File: src/hw/rtl/sector_cache_zero_coalescer_assert.svh
// ----------------------------------------------------------------------------
// Assertion macros for the sector cache zero coalescer
// Concurrent checks that can be compiled out with NO_ASSERTIONS.
// ----------------------------------------------------------------------------
`ifndef SECTOR_CACHE_ZERO_COALESCER_ASSERT_SVH
`define SECTOR_CACHE_ZERO_COALESCER_ASSERT_SVH

`ifndef NO_ASSERTIONS

// same-cycle implication, off while reset is asserted
`define SCZ_ASSERT(lbl, clk, rst_n, ante, cons) \
    lbl: assert property (@(posedge clk) disable iff (!(rst_n)) (ante) |-> (cons)) \
        else $error("scz assertion failed");

// next-cycle implication, live through reset
`define SCZ_ASSERT_NEXT(lbl, clk, ante, cons) \
    lbl: assert property (@(posedge clk) (ante) |=> (cons)) \
        else $error("scz assertion failed");

`else

`define SCZ_ASSERT(lbl, clk, rst_n, ante, cons)
`define SCZ_ASSERT_NEXT(lbl, clk, ante, cons)

`endif

`endif

File: src/hw/rtl/scz_pkg.sv
// ----------------------------------------------------------------------------
// scz_pkg
// Types and constants shared by the sector cache zero coalescer.
// ----------------------------------------------------------------------------
`default_nettype none

package scz_pkg;

    localparam int SECTOR_W   = 32;
    localparam int COUNT_W    = 16;
    localparam int RUN_W      = 32;
    localparam int SLOT_OUT_W = 6;
    localparam int CMDQ_DEPTH = 2;
    localparam int RESQ_DEPTH = 2;

    typedef enum logic [1:0] {
        FUNC_READ  = 2'd0,
        FUNC_WRITE = 2'd1,
        FUNC_SYNC  = 2'd2,
        FUNC_CLEAR = 2'd3
    } t_func;

    typedef enum logic [2:0] {
        ACT_DONE       = 3'd0,
        ACT_ZEROS      = 3'd1,
        ACT_SERVE      = 3'd2,
        ACT_READ_FILL  = 3'd3,
        ACT_WRITE_FILL = 3'd4,
        ACT_ABSORB     = 3'd5
    } t_action;

    // tag work the back end performs after an optional run flush
    typedef enum logic [2:0] {
        CMD_NONE   = 3'd0,
        CMD_DONE   = 3'd1,
        CMD_READ   = 3'd2,
        CMD_WRITE  = 3'd3,
        CMD_ABSORB = 3'd4,
        CMD_CLEAR  = 3'd5
    } t_cmd_op;

    typedef enum logic [2:0] {
        BK_IDLE,
        BK_FLUSH,
        BK_SWEEP,
        BK_TAIL,
        BK_RESULT
    } t_back_state;

    typedef struct packed {
        t_cmd_op               op;
        logic                  flush;
        logic [SECTOR_W-1:0]   flush_sector;
        logic [RUN_W-1:0]      flush_count;
        logic [SECTOR_W-1:0]   sector;
        logic [COUNT_W-1:0]    count;
    } t_cmd;

    typedef struct packed {
        t_action               action;
        logic [SECTOR_W-1:0]   op_sector;
        logic [RUN_W-1:0]      op_count;
        logic [SLOT_OUT_W-1:0] slot;
        logic                  last;
    } t_result;

endpackage

`default_nettype wire

File: src/hw/rtl/scz_fifo.sv
// ----------------------------------------------------------------------------
// scz_fifo
// Small register queue; push is dropped when full, pop ignored when empty.
// ----------------------------------------------------------------------------
`default_nettype none

module scz_fifo #(
    parameter int WIDTH = 8,
    parameter int DEPTH = 2
) (
    input  wire logic             i_clk,
    input  wire logic             i_rst_n,
    input  wire logic             i_push,
    input  wire logic [WIDTH-1:0] i_data,
    output logic                  o_full,
    input  wire logic             i_pop,
    output logic                  o_empty,
    output logic      [WIDTH-1:0] o_data
);

    localparam int PTR_W = (DEPTH > 1) ? $clog2(DEPTH) : 1;
    localparam int CNT_W = $clog2(DEPTH + 1);
    localparam logic [PTR_W-1:0] LAST_PTR = PTR_W'(DEPTH - 1);
    localparam logic [CNT_W-1:0] FULL_CNT = CNT_W'(DEPTH);

    logic [WIDTH-1:0] r_mem [DEPTH];
    logic [PTR_W-1:0] r_wr_ptr;
    logic [PTR_W-1:0] r_rd_ptr;
    logic [CNT_W-1:0] r_count;
    logic             do_push;
    logic             do_pop;

    assign o_full  = (r_count == FULL_CNT);
    assign o_empty = (r_count == '0);
    assign o_data  = r_mem[r_rd_ptr];
    assign do_push = i_push && !o_full;
    assign do_pop  = i_pop && !o_empty;

    always_ff @(posedge i_clk) begin
        if (!i_rst_n) begin
            r_wr_ptr <= '0;
            r_rd_ptr <= '0;
            r_count  <= '0;
        end else begin
            if (do_push) begin
                r_wr_ptr <= (r_wr_ptr == LAST_PTR) ? '0 : r_wr_ptr + 1'b1;
            end
            if (do_pop) begin
                r_rd_ptr <= (r_rd_ptr == LAST_PTR) ? '0 : r_rd_ptr + 1'b1;
            end
            if (do_push && !do_pop) begin
                r_count <= r_count + 1'b1;
            end else if (do_pop && !do_push) begin
                r_count <= r_count - 1'b1;
            end
        end
    end

    always_ff @(posedge i_clk) begin
        if (do_push) begin
            r_mem[r_wr_ptr] <= i_data;
        end
    end

endmodule

`default_nettype wire

File: src/hw/rtl/scz_front.sv
// ----------------------------------------------------------------------------
// scz_front
// Request classifier: owns the pending zero run, decides flush and tag work.
// ----------------------------------------------------------------------------
`default_nettype none

module scz_front
    import scz_pkg::*;
(
    input  wire logic                i_clk,
    input  wire logic                i_rst_n,
    input  wire logic                i_push,
    input  wire logic [1:0]          i_func,
    input  wire logic [SECTOR_W-1:0] i_start_sector,
    input  wire logic [COUNT_W-1:0]  i_sector_count,
    input  wire logic                i_data_all_zero,
    input  wire logic                i_q_full,
    output logic                     o_full,
    output logic                     o_cmd_push,
    output t_cmd                     o_cmd
);

    logic [SECTOR_W-1:0] r_run_start;
    logic [RUN_W-1:0]    r_run_len;
    logic [SECTOR_W-1:0] r_run_end;     // start + length, kept ahead of time
    logic [SECTOR_W-1:0] n_run_start;
    logic [RUN_W-1:0]    n_run_len;
    logic [SECTOR_W-1:0] n_run_end;

    logic                accept;
    logic                run_live;
    logic                contig;
    logic                overflow;
    logic                cnt_zero;
    logic [RUN_W-1:0]    cnt_ext;

    assign o_full     = i_q_full;
    assign accept     = i_push && !i_q_full;
    assign o_cmd_push = accept;

    assign cnt_ext  = RUN_W'(i_sector_count);
    assign cnt_zero = (i_sector_count == '0);
    assign run_live = (r_run_len != '0);
    assign contig   = !run_live || (i_start_sector == r_run_end);
    assign overflow = run_live && (r_run_len > ~cnt_ext);

    always_comb begin
        o_cmd              = '0;
        o_cmd.op           = CMD_DONE;
        o_cmd.flush_sector = r_run_start;
        o_cmd.flush_count  = r_run_len;
        o_cmd.sector       = i_start_sector;
        o_cmd.count        = i_sector_count;
        n_run_start        = r_run_start;
        n_run_len          = r_run_len;
        n_run_end          = r_run_end;

        case (t_func'(i_func))
            FUNC_READ: begin
                o_cmd.flush = run_live;
                o_cmd.op    = cnt_zero ? CMD_DONE : CMD_READ;
                n_run_len   = '0;
            end
            FUNC_WRITE: begin
                if (cnt_zero) begin
                    o_cmd.op = CMD_DONE;
                end else if (contig) begin
                    if (i_data_all_zero) begin
                        o_cmd.flush = overflow;
                        o_cmd.op    = CMD_ABSORB;
                        n_run_end   = i_start_sector + cnt_ext;
                        if (!run_live || overflow) begin
                            n_run_start = i_start_sector;
                            n_run_len   = cnt_ext;
                        end else begin
                            n_run_len = r_run_len + cnt_ext;
                        end
                    end else begin
                        o_cmd.op = CMD_WRITE;
                    end
                end else begin
                    o_cmd.flush = 1'b1;
                    o_cmd.op    = CMD_WRITE;
                    n_run_len   = '0;
                end
            end
            FUNC_SYNC: begin
                o_cmd.flush = run_live;
                o_cmd.op    = run_live ? CMD_NONE : CMD_DONE;
                n_run_len   = '0;
            end
            FUNC_CLEAR: begin
                o_cmd.op = CMD_CLEAR;
            end
            default: begin
                o_cmd.op = CMD_DONE;
            end
        endcase
    end

    always_ff @(posedge i_clk) begin
        if (!i_rst_n) begin
            r_run_start <= '0;
            r_run_len   <= '0;
            r_run_end   <= '0;
        end else if (accept) begin
            r_run_start <= n_run_start;
            r_run_len   <= n_run_len;
            r_run_end   <= n_run_end;
        end
    end

endmodule

`default_nettype wire

File: src/hw/rtl/scz_back.sv
// ----------------------------------------------------------------------------
// scz_back
// Tag engine: flushes runs, sweeps the tag RAM one slot a cycle, fills slots.
// ----------------------------------------------------------------------------
`default_nettype none

module scz_back
    import scz_pkg::*;
#(
    parameter int CACHE_SLOTS = 64
) (
    input  wire logic i_clk,
    input  wire logic i_rst_n,
    input  wire logic i_cmd_valid,
    input  wire t_cmd i_cmd,
    output logic      o_cmd_pop,
    input  wire logic i_res_full,
    output logic      o_res_push,
    output t_result   o_res
);

    localparam int SLOT_W = $clog2(CACHE_SLOTS);
    localparam logic [SLOT_W-1:0] LAST_SLOT = SLOT_W'(CACHE_SLOTS - 1);

    t_back_state         r_state;
    t_back_state         n_state;
    t_cmd                r_cmd;

    logic [SECTOR_W-1:0] r_tag_mem [CACHE_SLOTS];
    logic [CACHE_SLOTS-1:0] r_valid;
    logic [SLOT_W-1:0]   r_next_slot;

    // sweep: read address, then in the next cycle the checked entry
    logic [SLOT_W-1:0]   r_idx;
    logic                r_chk_vld;
    logic [SLOT_W-1:0]   r_chk_idx;
    logic [SECTOR_W-1:0] r_rd_tag;
    logic                r_rd_vbit;
    logic                r_hit;
    logic [SLOT_W-1:0]   r_hit_idx;

    logic                rd_en;
    logic                fill;
    logic                clear_all;
    logic [SLOT_W-1:0]   fill_idx;
    logic                serve;

    logic                chk_nz;
    logic                chk_match;
    logic [SECTOR_W-1:0] chk_diff;
    logic                chk_in_range;
    logic                chk_inval;

    function automatic t_back_state work_state(input t_cmd_op op);
        t_back_state st;
        case (op)
            CMD_READ, CMD_WRITE, CMD_ABSORB: st = BK_SWEEP;
            CMD_DONE, CMD_CLEAR:             st = BK_RESULT;
            default:                         st = BK_IDLE;
        endcase
        return st;
    endfunction

    assign fill_idx = r_hit ? r_hit_idx : r_next_slot;
    assign serve    = r_hit && (r_cmd.count == COUNT_W'(1));

    assign chk_nz       = r_rd_vbit && (r_rd_tag != '0);
    assign chk_match    = chk_nz && (r_rd_tag == r_cmd.sector);
    assign chk_diff     = r_rd_tag - r_cmd.sector;
    assign chk_in_range = chk_nz && (chk_diff < SECTOR_W'(r_cmd.count));
    // a write keeps the first matching slot, which it then refills
    assign chk_inval    = ((r_cmd.op == CMD_ABSORB) && chk_in_range) ||
                          ((r_cmd.op == CMD_WRITE) && chk_in_range &&
                           !(chk_match && !r_hit));

    always_comb begin
        n_state    = r_state;
        o_cmd_pop  = 1'b0;
        o_res_push = 1'b0;
        o_res      = '0;
        o_res.last = 1'b1;
        rd_en      = 1'b0;
        fill       = 1'b0;
        clear_all  = 1'b0;

        case (r_state)
            BK_IDLE: begin
                if (i_cmd_valid) begin
                    o_cmd_pop = 1'b1;
                    n_state   = i_cmd.flush ? BK_FLUSH : work_state(i_cmd.op);
                end
            end
            BK_FLUSH: begin
                o_res.action    = ACT_ZEROS;
                o_res.op_sector = r_cmd.flush_sector;
                o_res.op_count  = r_cmd.flush_count;
                o_res.last      = (r_cmd.op == CMD_NONE);
                if (!i_res_full) begin
                    o_res_push = 1'b1;
                    n_state    = work_state(r_cmd.op);
                end
            end
            BK_SWEEP: begin
                rd_en = 1'b1;
                if (r_idx == LAST_SLOT) begin
                    n_state = BK_TAIL;
                end
            end
            BK_TAIL: begin
                n_state = BK_RESULT;
            end
            BK_RESULT: begin
                case (r_cmd.op)
                    CMD_READ: begin
                        o_res.op_sector = r_cmd.sector;
                        if (serve) begin
                            o_res.action   = ACT_SERVE;
                            o_res.op_count = RUN_W'(1);
                            o_res.slot     = SLOT_OUT_W'(r_hit_idx);
                        end else begin
                            o_res.action   = ACT_READ_FILL;
                            o_res.op_count = RUN_W'(r_cmd.count);
                            o_res.slot     = SLOT_OUT_W'(fill_idx);
                        end
                    end
                    CMD_WRITE: begin
                        o_res.action    = ACT_WRITE_FILL;
                        o_res.op_sector = r_cmd.sector;
                        o_res.op_count  = RUN_W'(r_cmd.count);
                        o_res.slot      = SLOT_OUT_W'(fill_idx);
                    end
                    CMD_ABSORB: begin
                        o_res.action    = ACT_ABSORB;
                        o_res.op_sector = r_cmd.sector;
                        o_res.op_count  = RUN_W'(r_cmd.count);
                    end
                    default: begin
                        o_res.action = ACT_DONE;
                    end
                endcase
                if (!i_res_full) begin
                    o_res_push = 1'b1;
                    fill       = ((r_cmd.op == CMD_READ) && !serve) ||
                                 (r_cmd.op == CMD_WRITE);
                    clear_all  = (r_cmd.op == CMD_CLEAR);
                    n_state    = BK_IDLE;
                end
            end
            default: begin
                n_state = BK_IDLE;
            end
        endcase
    end

    always_ff @(posedge i_clk) begin
        if (!i_rst_n) begin
            r_state     <= BK_IDLE;
            r_chk_vld   <= 1'b0;
            r_valid     <= '0;
            r_next_slot <= '0;
            r_idx       <= '0;
            r_hit       <= 1'b0;
        end else begin
            r_state   <= n_state;
            r_chk_vld <= rd_en;
            if (o_cmd_pop) begin
                r_idx <= '0;
                r_hit <= 1'b0;
            end else if (rd_en) begin
                r_idx <= (r_idx == LAST_SLOT) ? '0 : r_idx + 1'b1;
            end
            if (r_chk_vld) begin
                if (chk_match && !r_hit) begin
                    r_hit <= 1'b1;
                end
                if (chk_inval) begin
                    r_valid[r_chk_idx] <= 1'b0;
                end
            end
            if (fill) begin
                r_valid[fill_idx] <= 1'b1;
                r_next_slot       <= (fill_idx == LAST_SLOT) ? '0 : fill_idx + 1'b1;
            end
            if (clear_all) begin
                r_valid <= '0;
            end
        end
    end

    always_ff @(posedge i_clk) begin
        if (o_cmd_pop) begin
            r_cmd <= i_cmd;
        end
        if (r_chk_vld && chk_match && !r_hit) begin
            r_hit_idx <= r_chk_idx;
        end
        r_chk_idx <= r_idx;
        r_rd_vbit <= r_valid[r_idx];
    end

    // tag RAM: one read port for the sweep, one write port for fills
    always_ff @(posedge i_clk) begin
        if (fill) begin
            r_tag_mem[fill_idx] <= r_cmd.sector;
        end
        if (rd_en) begin
            r_rd_tag <= r_tag_mem[r_idx];
        end
    end

endmodule

`default_nettype wire

File: src/hw/rtl/sector_cache_zero_coalescer.sv
// ----------------------------------------------------------------------------
// sector_cache_zero_coalescer
// Tag and policy engine of a round-robin sector cache with zero-run merging.
// ----------------------------------------------------------------------------
//  channel   handshake           payload
//  request   i_push / o_full     i_func, i_start_sector, i_sector_count,
//                                i_data_all_zero
//  result    o_empty / i_pop     o_action, o_op_sector, o_op_count, o_slot,
//                                o_last
//
//  Reads, writes and absorbed writes sweep the tag RAM one slot per cycle,
//  then pass a tail state before the result, after a flush state if a run is flushed.
//  Sync, clear and zero-count requests skip the sweep.
//  Reset is synchronous; tag valid bits clear at once, no clearing pass.
//  Two requests may wait in the command queue; a flush or result beat stalls
//  while the result queue is full; o_full rises once the command queue fills.
// ----------------------------------------------------------------------------
`default_nettype none

`include "sector_cache_zero_coalescer_assert.svh"

module sector_cache_zero_coalescer
    import scz_pkg::*;
#(
    parameter int CACHE_SLOTS = 64
) (
    input  wire logic                  i_clk,
    input  wire logic                  i_rst_n,
    input  wire logic                  i_push,
    output logic                       o_full,
    input  wire logic [1:0]            i_func,
    input  wire logic [SECTOR_W-1:0]   i_start_sector,
    input  wire logic [COUNT_W-1:0]    i_sector_count,
    input  wire logic                  i_data_all_zero,
    output logic                       o_empty,
    input  wire logic                  i_pop,
    output logic [2:0]                 o_action,
    output logic [SECTOR_W-1:0]        o_op_sector,
    output logic [RUN_W-1:0]           o_op_count,
    output logic [SLOT_OUT_W-1:0]      o_slot,
    output logic                       o_last
);

    t_cmd    front_cmd;
    logic    front_push;
    logic    cmdq_full;
    logic    cmdq_empty;
    t_cmd    cmdq_head;
    logic    cmd_pop;
    t_result back_res;
    logic    back_push;
    logic    resq_full;
    t_result resq_head;

    scz_front u_front (
        .i_clk           (i_clk),
        .i_rst_n         (i_rst_n),
        .i_push          (i_push),
        .i_func          (i_func),
        .i_start_sector  (i_start_sector),
        .i_sector_count  (i_sector_count),
        .i_data_all_zero (i_data_all_zero),
        .i_q_full        (cmdq_full),
        .o_full          (o_full),
        .o_cmd_push      (front_push),
        .o_cmd           (front_cmd)
    );

    scz_fifo #(
        .WIDTH ($bits(t_cmd)),
        .DEPTH (CMDQ_DEPTH)
    ) u_cmdq (
        .i_clk   (i_clk),
        .i_rst_n (i_rst_n),
        .i_push  (front_push),
        .i_data  (front_cmd),
        .o_full  (cmdq_full),
        .i_pop   (cmd_pop),
        .o_empty (cmdq_empty),
        .o_data  (cmdq_head)
    );

    scz_back #(
        .CACHE_SLOTS (CACHE_SLOTS)
    ) u_back (
        .i_clk       (i_clk),
        .i_rst_n     (i_rst_n),
        .i_cmd_valid (!cmdq_empty),
        .i_cmd       (cmdq_head),
        .o_cmd_pop   (cmd_pop),
        .i_res_full  (resq_full),
        .o_res_push  (back_push),
        .o_res       (back_res)
    );

    scz_fifo #(
        .WIDTH ($bits(t_result)),
        .DEPTH (RESQ_DEPTH)
    ) u_resq (
        .i_clk   (i_clk),
        .i_rst_n (i_rst_n),
        .i_push  (back_push),
        .i_data  (back_res),
        .o_full  (resq_full),
        .i_pop   (i_pop),
        .o_empty (o_empty),
        .o_data  (resq_head)
    );

    assign o_action    = resq_head.action;
    assign o_op_sector = resq_head.op_sector;
    assign o_op_count  = resq_head.op_count;
    assign o_slot      = resq_head.slot;
    assign o_last      = resq_head.last;

    // only a run flush can precede another beat of the same request
    `SCZ_ASSERT(a_nonlast_is_flush, i_clk, i_rst_n, !o_empty && !o_last, o_action == ACT_ZEROS)
    `SCZ_ASSERT(a_done_is_clean, i_clk, i_rst_n, !o_empty && o_action == ACT_DONE, o_op_sector == '0 && o_op_count == '0 && o_slot == '0)
    `SCZ_ASSERT(a_serve_single, i_clk, i_rst_n, !o_empty && o_action == ACT_SERVE, o_op_count == 32'd1)
    `SCZ_ASSERT_NEXT(a_reset_clears_queues, i_clk, !i_rst_n, o_empty && !o_full)

endmodule

`default_nettype wire

File: config.mk
export PLATFORM = sky130hd
export DESIGN_NAME = sector_cache_zero_coalescer
export DESIGN_NICKNAME = d
export VERILOG_FILES = /design/src/hw/rtl/scz_pkg.sv /design/src/hw/rtl/scz_fifo.sv /design/src/hw/rtl/scz_front.sv /design/src/hw/rtl/scz_back.sv /design/src/hw/rtl/sector_cache_zero_coalescer.sv
export VERILOG_INCLUDE_DIRS = /design/src /design/src/hw/rtl
export SDC_FILE = /design/constraint.sdc
export NUM_CORES = 2
export LEC_CHECK = 0
export ABC_AREA = 0
export CELL_PAD_IN_SITES_DETAIL_PLACEMENT = 1
export CELL_PAD_IN_SITES_GLOBAL_PLACEMENT = 1
export CORE_MARGIN = 1.5
export CORE_UTILIZATION = 50
export CTS_CLUSTER_SIZE = 24
export DETAILED_ROUTE_END_ITERATION = 8
export DONT_BUFFER_PORTS = 1
export HOLD_SLACK_MARGIN = 0.06
export PLACE_DENSITY = 0.72
export SETUP_SLACK_MARGIN = 0.3
export SYNTH_ARGS = -nofsm -noshare
export SYNTH_HDL_FRONTEND = slang
export SYNTH_SLANG_ARGS = --single-unit
File: constraint.sdc
create_clock -name i_clk -period 10.6 [get_ports i_clk]
set_clock_uncertainty 0.05 [all_clocks]
set_input_delay 0.53 -clock i_clk [delete_from_list [all_inputs] [get_ports i_clk]]
set_output_delay 0.53 -clock i_clk [all_outputs]
set_load 0.03 [all_outputs]
==> impl_metrics.csv <==
group,metric,value,unit
outcome,run_status,"completed",
timing,period_share,0.552,
yosys,avgSynthCellArea,20.1,µm²
clocking,clock_latency,0.97,ns
floorplan,start_util,0.505,
flow_run,maxCapViolations,0,
critical_path,end_kind,"register",
worst_hold_path,worst_hold_path_type,"in -> reg",
timing,relSlewSlack,0.105,
critical_path,cp-startpoint,"u_back.r_cmd[21]",
clocking,cts_buffers,302,
pwr,ir_drop,0.183,mV
drt,drt_iter0_markers,6397,
yosys,synth_seq_cells,2775,
layout,layout_common_cells,"edfxtp_1 (2581), mux4_2 (693), clkbuf_16 (309)",
critical_path,critPathLaunchType,"register",
drt,drc,0,
yosys,synth-main-ff-cell,"edfxtp_1",
yosys,yosys.area.top_type,"edfxtp_1",
drt,detail_route.wirelength,303000,µm
layout,nets,5855,
timing,period_needed,5.85,ns
global_routing,grt_pass1_vias,59500,
drt,antenna_left,0,
critical_path,crit_fanout,66,
global_routing,grt_pass1_wl,434000,µm
yosys,synth_nets,5604,
timing,slew_viol_final,0,
critical_path,critical_path_class,"reg -> reg",
critical_path,r2r_end,"u_back.r_valid[1]",
floorplan,num_io_pins,131,
clocking,clk_pin_slew,0.07,ns
floorplan,rows,171,
critical_path,reg2reg_from,"u_back.r_cmd[21]",
layout,drive_above_1_share,0.259,
clocking,cts_tree,"built",
critical_path,cp-endpoint,"u_back.r_valid[1]",
timing,clock.fmax,0.171,GHz
critical_path,worst-endpoint-required,11.29,ns
clocking,cts_setup_buffers,0,
place,detailed_place_hpwl,171000,µm
drt,dr.pass1.iters,6,
yosys,synthTopCellsByArea,"edfxtp_1 (70%), mux4_2 (14%), dfxtp_1 (3.5%), mux2_2 (2.0%), ha_1 (0.94%)",
clocking,clockBufferDepth,4,
drt,wire_per_inst,34.5,µm
drt,routed_via_density,6.43,
floorplan,core,218000,µm²
timing,grt_setup_unrepaired,"false",
timing,setup_viol,0,
yosys,ys_async_sr_fraction,0,
global_routing,overflow,0,
yosys,yosysSeqAreaShare,0.740,
yosys,synth_top_area_frac,0.705,
critical_path,worst-r2r-cell-count,18,
timing,setup-tns-final,0,ns
clocking,ctsResizeCount,0,
floorplan,die_area,223000,µm²
place,gp_congestion,0.850,
clocking,hold_buffers,55,
pwr,p_leak,39.2,nW
yosys,synth_cell_type_count,79,
yosys,yosys_warnings,0,
drt,via_count,56500,
critical_path,r2r_slack,4.75,ns
timing,hold_violations,0,
clocking,clock-sinks,2775,
global_routing,grt_usage,0.272,
floorplan,die_w,472,µm
layout,finish.utilization,0.569,
floorplan,die_h,472,µm
yosys,synth_edf_count,2581,
layout,final_common_cell,"edfxtp_1",
global_routing,grt_max_degree,125,
critical_path,critPathArrivalTime,6.54,ns
place,port_buffers,0,
yosys,synthesis.area,110000,µm²
timing,tightest_slew,1.34,ns
pwr,powerDensity,242,nW/µm²
yosys,synthCells,5463,
global_routing,antenna_found_initial,13,
clocking,clock_tree.root_cell,"clkbuf_16",
pwr,finalPower,0.0300,W
clocking,htree_levels,5,
layout,area_delta_synth_final,12.7,%
==> routing by layer <==
metal  routed length (µm)  part of all wire  up-vias  track usage
met4                 8230             0.027        8       0.0747
met2               150000              0.50     2487        0.452
met3                22800             0.075      494       0.0455
li1                     -                 -    23000            -
met5                   49           0.00016        -            0
met1               121000              0.40    30600        0.376
==> cells in the mapped netlist, types with 50 or more instances <==
| library cell | n |
|---|---|
| inv_1 | 142 |
| edfxtp_1 | 2581 |
| ha_1 | 83 |
| buf_1 | 56 |
| a22o_1 | 51 |
| nand2_1 | 194 |
| xnor2_1 | 79 |
| a31oi_1 | 72 |
| mux2_2 | 194 |
| a21oi_1 | 93 |
| mux2i_1 | 54 |
| dfxtp_1 | 194 |
| nor2_1 | 119 |
| nor2b_1 | 50 |
| mux4_2 | 693 |
| o21ai_0 | 141 |
| clkbuf_1 | 189 |
==> cell type report <==
cell class / count / area, µm²
timing repair buffer: 202 / 1720
tap: 2854 / 3570
clock inverter: 114 / 1220
multi-input combinational: 2290 / 27200
sequential: 2775 / 81400
fill: 18700 / 93900
antenna: 6 / 15.0
clock buffer: 401 / 8190
inverter: 143 / 539
==> metrics by stage <==
| step | area, µm² | instances | hold slack [ns] | setup slack [ns] |
|---|---|---|---|---|
| after detailed placement | 114000 | 8209 | 0.391 | 4.87 |
| after global placement | 114000 | 8209 | 0.381 | 4.87 |
| after global routing | 124000 | 8784 | 0.131 | 4.32 |
| final | 124000 | 8785 | 0.122 | 4.75 |
| after floorplan | 110000 | 5463 | 0.279 | 4.48 |
| after CTS | 124000 | 8779 | 0.0638 | 4.81 |
==> report_power, final <==
group / switching, W / leakage [nW] / total (W) / internal, W
clock network: 0.00416 / 4.59 / 0.0102 / 0.00604
registers: 0.000354 / 25.0 / 0.0143 / 0.0139
logic: 0.00382 / 9.66 / 0.00547 / 0.00165
total: 0.00833 / 39.2 / 0.0300 / 0.0216
==> worst min path at each step <==
| stage | start | end | slack (ns) | depth (start not counted) |
|---|---|---|---|---|
| final | i_start_sector[16] | u_front.r_run_end[23] | 0.12 | 4 |
| after global routing | i_start_sector[4] | u_front.r_run_end[4] | 0.13 | 4 |
| after CTS | i_sector_count[5] | u_front.r_run_len[5] | 0.06 | 4 |
| after detailed placement | u_front.r_run_start[9] | u_cmdq.r_mem[0][89] | 0.39 | 0 |
| after global placement | u_front.r_run_start[9] | u_cmdq.r_mem[0][89] | 0.38 | 0 |
| after floorplan | u_back.r_idx[2] | u_back.r_chk_idx[2] | 0.28 | 0 |
==> registers in the layout, indices dropped and copies added, names as in the netlist, 2 cells and up, named ones only <==
name / flops
u_back.r_tag_mem: 2048
u_cmdq.r_mem: 232
u_resq.r_mem: 148
u_back.r_cmd: 115
u_back.r_valid: 64
u_back.r_rd_tag: 32
u_front.r_run_end: 32
u_front.r_run_len: 32
u_front.r_run_start: 32
u_back.r_chk_idx: 6
u_back.r_hit_idx: 6
u_back.r_idx: 6
u_back.r_next_slot: 6
u_back.r_state: 3
u_cmdq.r_count: 2
u_resq.r_count: 2
==> critical path: stages, from the launching register on <==
cell	delay (ns)
edfxtp_1	0.34
buf_4	0.55
inv_1	0.11
ha_1	0.40
o211ai_1	0.11
a21oi_1	0.33
nor2_1	0.13
o21bai_1	0.19
xor2_1	0.19
ha_1	0.28
a21oi_1	0.15
nand2_1	0.07
a211oi_1	0.24
a2bb2oi_1	0.29
o2111a_1	0.24
nand4_1	0.10
or4_1	1.00
nor4_4	0.65
a31oi_1	0.18
==> cells by family (layout without fill, tap and decap cells) <==
family	count (synthesis)	in the layout	share of synthesized area
AO/OA/AOI/OAI	510	510	0.0298
XOR/XNOR	103	103	0.00820
adder cells (fa/ha/maj)	86	86	0.00999
buffers and inverters	398	860	0.0138
flip-flops	2775	2775	0.740
multiplexers	941	941	0.167
other	0	6	0
AND/OR/NAND/NOR	650	650	0.0315
No activity file was read; power rests on OpenSTA's default activity.
